$ cat config.mk
export PLATFORM = sky130hd
export DESIGN_NAME = awbs_ctrl
export DESIGN_NICKNAME = d
export VERILOG_FILES = /design/src/sv/awbs_pkg.sv /design/src/sv/awbs_ctrl.sv
export SDC_FILE = /design/constraint.sdc
export NUM_CORES = 1
export LEC_CHECK = 0
export ABC_AREA = 1
export BUFFER_PORTS_ARGS = -buffer_cell sky130_fd_sc_hd__buf_4
export CORE_MARGIN = 3
export CORE_UTILIZATION = 33
export CTS_BUF_LIST = sky130_fd_sc_hd__clkbuf_16
export DETAILED_ROUTE_END_ITERATION = 7
export PLACE_DENSITY = 0.55
export SLEW_MARGIN = 10
export SYNTH_ARGS = -nofsm -noshare
export SYNTH_HDL_FRONTEND = slang
export SYNTH_SLANG_ARGS = --single-unit
export TNS_END_PERCENT = 50
$ cat constraint.sdc
create_clock -name aclk -period 1.24 [get_ports aclk]
set_input_delay 0.31 -clock aclk [delete_from_list [all_inputs] [get_ports aclk]]
set_output_delay 0.31 -clock aclk [all_outputs]
set_load 0.005 [all_outputs]
$ cat src/sv/awbs_pkg.sv
// shared types, codes and constants of the affine warp bilinear sampler
`default_nettype none
package awbs_pkg;

    localparam int REF_PITCH_DEFAULT = 256;
    localparam int ADDR_W = 16;
    localparam int PIX_W = 8;
    localparam int ROW_PIXELS = 8;
    localparam int COL_W = 3;
    localparam int CFG_IDX_W = 3;
    localparam int CFG_DATA_W = 32;

    // input item modes
    localparam logic [1:0] MODE_LOAD = 2'd0;
    localparam logic [1:0] MODE_ORIGIN = 2'd1;
    localparam logic [1:0] MODE_ROW = 2'd2;

    // configuration register indexes
    localparam logic [CFG_IDX_W-1:0] REG_STEP_X_COL = 3'd0;
    localparam logic [CFG_IDX_W-1:0] REG_STEP_X_ROW = 3'd1;
    localparam logic [CFG_IDX_W-1:0] REG_STEP_Y_COL = 3'd2;
    localparam logic [CFG_IDX_W-1:0] REG_STEP_Y_ROW = 3'd3;
    localparam logic [CFG_IDX_W-1:0] REG_FRAC_BITS = 3'd4;
    localparam logic [CFG_IDX_W-1:0] REG_ROUND = 3'd5;
    localparam logic [CFG_IDX_W-1:0] REG_PIC_WIDTH = 3'd6;
    localparam logic [CFG_IDX_W-1:0] REG_PIC_HEIGHT = 3'd7;

    typedef struct packed {
        logic [1:0]         mode;
        logic [15:0]        ref_address;
        logic [7:0]         ref_pixel;
        logic signed [31:0] origin_x;
        logic signed [31:0] origin_y;
    } in_item_t;

    typedef struct packed {
        logic [7:0] out_pixel;
        logic [2:0] out_column;
        logic       row_last;
    } out_item_t;

    // controller to datapath commands
    typedef struct packed {
        logic accept;
        logic addr_calc;
        logic rd_top;
        logic rd_bot;
        logic horz;
        logic vert;
        logic emit;
    } cmd_t;

    // datapath to controller status
    typedef struct packed {
        logic col_last;
        logic out_free;
    } stat_t;

endpackage
`default_nettype wire

$ cat src/sv/awbs_ctrl.sv
// sequencer for load, origin and row items of the sampler
`default_nettype none
module awbs_ctrl (
    input  wire logic            aclk,
    input  wire logic            aresetn,
    input  wire logic            s_valid,
    input  wire logic [1:0]      s_mode,
    output logic                 s_ready,
    input  wire awbs_pkg::stat_t stat,
    output awbs_pkg::cmd_t       cmd
);
    import awbs_pkg::*;

    typedef enum logic [6:0] {
        S_IDLE   = 7'b0000001,
        S_ADDR   = 7'b0000010,
        S_RD_TOP = 7'b0000100,
        S_RD_BOT = 7'b0001000,
        S_HORZ   = 7'b0010000,
        S_VERT   = 7'b0100000,
        S_EMIT   = 7'b1000000
    } state_t;

    state_t state_reg, state_next;

    // next state and commands
    always_comb begin
        state_next = state_reg;
        cmd = '0;
        s_ready = (state_reg == S_IDLE);
        case (state_reg)
            S_IDLE: begin
                cmd.accept = s_valid;
                if (s_valid && s_mode == MODE_ROW) begin
                    state_next = S_ADDR;
                end
            end
            S_ADDR: begin
                cmd.addr_calc = 1'b1;
                state_next = S_RD_TOP;
            end
            S_RD_TOP: begin
                cmd.rd_top = 1'b1;
                state_next = S_RD_BOT;
            end
            S_RD_BOT: begin
                cmd.rd_bot = 1'b1;
                state_next = S_HORZ;
            end
            S_HORZ: begin
                cmd.horz = 1'b1;
                state_next = S_VERT;
            end
            S_VERT: begin
                cmd.vert = 1'b1;
                state_next = S_EMIT;
            end
            S_EMIT: begin
                if (stat.out_free) begin
                    cmd.emit = 1'b1;
                    state_next = stat.col_last ? S_IDLE : S_ADDR;
                end
            end
            default: begin
                state_next = S_IDLE;
            end
        endcase
    end

    always_ff @(posedge aclk) begin
        if (!aresetn) begin
            state_reg <= S_IDLE;
        end else begin
            state_reg <= state_next;
        end
    end

endmodule
`default_nettype wire

# Word level (Yosys, flattened, before mapping)

Index checks and enable logic that the tools add are counted.

Register bits: 7
Input port bits: 7

Eq/ne operators: 10
Mux-type cells: 12
Reductions and logical operators: 2

Operators by type and width:

| cell                 | count |
|---|---|
| $pmux W7 S7          | 1 |
| $mux W7              | 2 |
| $mux W1              | 8 |
| $eq A7 B1 Y1 const B | 1 |
| $eq A7 B2 Y1 const B | 1 |
| $eq A7 B3 Y1 const B | 1 |
| $eq A7 B4 Y1 const B | 1 |
| $eq A7 B5 Y1 const B | 1 |
| $eq A7 B6 Y1 const B | 1 |
| $eq A7 B7 Y1 const B | 1 |
| $eq A2 B2 Y1 const B | 1 |
| $mux W2              | 1 |
| $ne A2 B1 Y1 const B | 1 |
| $ne A2 B2 Y1 const B | 1 |
| $reduce_and A2 Y1    | 1 |
| $logic_and A1 B1 Y1  | 1 |

# Logic depth before layout (Yosys ltp)

Word-level depth: 4
Mapped depth: 10

# Least setup slack after synthesis

No wires, ideal clock.

Path type: reg-to-output
Start point: register state_reg[2]
End point: output port cmd[6] (netlist bit)
Arrival time: 802 ps
Data required time: 930 ps
Path slack: 128 ps
Stages on the path, launching flop included: 6
Path buffers: 0
Cell sequence: dfxtp_1 nor2_2 nand3_2 nor2_4 inv_1 nor2_1

RTL lines:

| item                     | line            | source |
|---|---|---|
| start: declaration       | awbs_ctrl.sv:24 | `state_t state_reg, state_next;` |
| start signal: assignment | awbs_ctrl.sv:74 | `state_reg <= state_next;` |
| end: declaration         | awbs_ctrl.sv:10 | `output awbs_pkg::cmd_t cmd` |

# Worst setup path in the final report

Start point: register state_reg[5]
End point: register state_reg[0]

Cells in the longest elaborated chain, start to end: 3
Elaborated cells on any way between the ends: 11
Those cells by class: eq/ne: 9; mux: 1; reduce/logical: 1

Ends and longest elaborated chain:

| item                                                   | line            | source |
|---|---|---|
| $eq A7 B7 Y1 or $eq A7 B1 Y1 (tied branches)           | awbs_ctrl.sv:31 | `case (state_reg)` |
| $ne A2 B2 Y1 (no line) or $ne A2 B1 Y1 (tied branches) | n/a             |  |
| $reduce_and A2 Y1 (no line)                            | n/a             |  |

Several ways; a longest one is shown, not always the timed one.
A chain may end at the register's enable or synchronous reset.

==> impl_results.md <==
* Tightest Pin Transition at 0.2082 ns
* Worst r2r src: state_reg[5]$_SDFFE_PN0P_
* Maximum clock insertion buffer count at 2
* Placed Cells at 109
* Crit path cell chain: nor2_4 > nand2_2 > buf_4 > buf_4 > buf_4 > a21oi_1 > nor2_1 > nand2_1 > nand2_1 > nand2_1 > nand2_1
* Layout cells sized above 1 at 64.22%
* DR iter-0 viols at 8
* Antenna violations before repair at 0
* DRT Wirelength at 1398 um
* Global-route wire length before repair at 2132 um
* Crit path time final at 1.448 ns
* Site row count at 12
* Setup tns final at -1.647 ns
* Sequential cell area fraction in the yosys report at 30.27%
* Synthesized area at 462.9 um^2
* CP peak stage delay at 0.33 ns
* Lkg Pwr at roughly 0.47 nW
* Non-filler cells, final at 123
* Gpl congestion at about 0.77
* TritonCTS Sinks at 7
* Post-DP HPWL at 866.8 um
* CTS buffer count at 3
* Clk Latency, worst-skew pair at between 0.2 and 0.25 ns
* RSZ-0062 raised after global routing: yes
* CP Capture Type: flop
* Hold crit path type: input pin to flop
* Die area at 1888 um^2
* Htree depth at 1
* Crit Path Class: flop to flop
* Max Fclk at 690.7 MHz
* I/O Buffers at 14
* I/O pins at 15
* Hold Slack at roughly 0.34 ns
* TritonCTS clock tree: yes
* Fin. Hold Viols at 0
* Run status: finished with violations
* Worst reg2reg path endpoint: state_reg[0]$_SDFFE_PN1P_
* Worst Skew at 0.001911 ns
* Syn Nets at 87
* Global route overflow at 0
* Worst Setup SP: state_reg[5]$_SDFFE_PN0P_
* Final Worst Setup Slack at -0.2078 ns
* Worst Min Path Start: aresetn
* CP arrival at 1.57 ns
* Syn Inst Count at 80
* Pre-CTS setup slack at -0.01719 ns
* Worst Setup EP: state_reg[0]$_SDFFE_PN1P_
* Setup violators final at 11
* Area Growth Syn to Fin at 85.41%
* Vias in the first global route at 522
* Peak VDD IR at 0.001598 V
* Final core occ at 71.46%
* Final ANT Viol Nets at 0
* Max reg flops at 7
* Crit-path max FO at 3
* MaxCap Viol Count at 0
* Die Span X at 43.46 um
* Failing checks: negative setup slack
* Startpoint types: flop
* Flops & latches, synth at 7
* Drt first pass iters at 4
* Clock transition at path regs at about 0.040 ns
* Syn Area/Cell at 5.787 um^2
* Final #Nets at 117
* Vias at approximately 570
* Largest net degree at the start of global routing at 5
* Max Slew Vio Count at 0
* R2R cell count at 11
* Synth area leader: dfxtp_1
* All-Layer GR Usage at approximately 16%
* Post-synthesis cell type count at 13
* Post-route clock period utilization at 116.8%
* Number of antenna diodes at 0
* Starting Density at 38.54%
* Vias per cell at 4.602
* Routed WL per cell at 11.37 um
* Cell Pwr Density at 2327 nW/um^2
* Slew HR at 86.12%
* Top cell by count, worst path: nand2_1
* Post-synth top area share at 30.27%
* WP data required at 1.36 ns
* Post-route DRC at 0
* Max stage delay cell, worst path: dfxtp_2
* CTS Root Cell: clkbuf_16
* Hold_buf cts at 0
* Total number of yosys warnings at 0
* Die Y at 43.46 um
* Ranking of synthesized cells by area: dfxtp_1 (30%), nand2_1 (16%), inv_1 (15%)
* Core Box Area at 1201 um^2
* Reg2Reg Setup Slack at -0.21 ns
cells in the final DEF, fill, tap and decap left out:
cell       count
nand2_2        9
nor2_2         6
nor2_1         9
nand2_4        1
inv_2          8
buf_6          5
inv_1         14
nor2_4         5
nand3_2        3
nand2_1       12
inv_4          1
dfxtp_2        7
a21oi_1        1
nor3_2         1
clkbuf_16      3
o31ai_4        1
nand3_1        3
buf_4         20
metal layers:
| metal | vias up | track usage (%) | wire length [um] |
|---|---|---|---|
| met5 | - | 0 | 0 |
| met4 | 0 | 10.24 | 38 |
| met3 | 6 | 5.394 | 86 |
| met2 | 18 | 24.48 | 691 |
| met1 | 254 | 18.27 | 582 |
| li1 | 288 | - | - |
cell type report:
cell class / count / area (um^2)
Inverter: 22 / 85.08
Multi-Input combinational cell: 51 / 321.6
Tap cell: 14 / 17.52
Timing Repair Buffer: 25 / 206.4
Clock inverter: 1 / 3.754
Clock buffer: 3 / 75.07
Sequential cell: 7 / 148.9
Fill cell: 94 / 342.8
kinds of logic (layout without fill, tap and decap cells):
| family | Yosys count | count (layout) | synth area share (%) |
|---|---|---|---|
| compound gates | 2 | 2 | 3.782 |
| buf+inv | 22 | 51 | 17.84 |
| flops | 7 | 7 | 30.27 |
| simple gates | 49 | 49 | 48.11 |
synthesized netlist by cell type:
cell     number
nand3_1       5
nand2_2       2
nor3_2        1
a21oi_1       1
dfxtp_1       7
inv_2         3
nand3_2       1
nor2_4        1
nor2_2        3
inv_1        19
nand2_1      20
nor2_1       16
o31ai_2       1
critical path: cells and delay by family (launching register included):
kind / cells / cell delay [ns]
flops: 1 / 0.33
simple gates: 7 / 0.48
buf+inv: 3 / 0.37
compound gates: 1 / 0.15
worst min-delay path by stage:
stage / end / slack [ns] / cells past startpoint
floorplan: state_reg[4]$_SDFFE_PN0P_ / 0.44 / 2
CTS: state_reg[4]$_SDFFE_PN0P_ / 0.34 / 3
finish: state_reg[5]$_SDFFE_PN0P_ / 0.34 / 3
detailed placement: state_reg[5]$_SDFFE_PN0P_ / 0.57 / 3
global route: state_reg[5]$_SDFFE_PN0P_ / 0.36 / 3
global placement: state_reg[5]$_SDFFE_PN0P_ / 0.56 / 3
power by group:
part	switching [mW]	total (mW)	internal [mW]
Combinational	0.563	1.12	0.552
Sequential	0.0534	0.337	0.284
Clock	0.125	0.545	0.420
repair_timing:
item                                    CTS  global route
endpoints found under the setup margin    8            13
gates resized for setup                  19            23
hold endpoints to repair                  0             0
buffers inserted                          8             2
pin swaps                                 9             9
per-stage QoR:
step,instance area (um^2),total power [mW]
4_1_cts,775.7,1.765
2_1_floorplan,462.9,0.7805
6_report,858.3,1.997
5_1_grt,858.3,2.125
3_5_place_dp,593.1,1.012
3_3_place_gp,593.1,1.008
(Power assumes the default switching activity.)
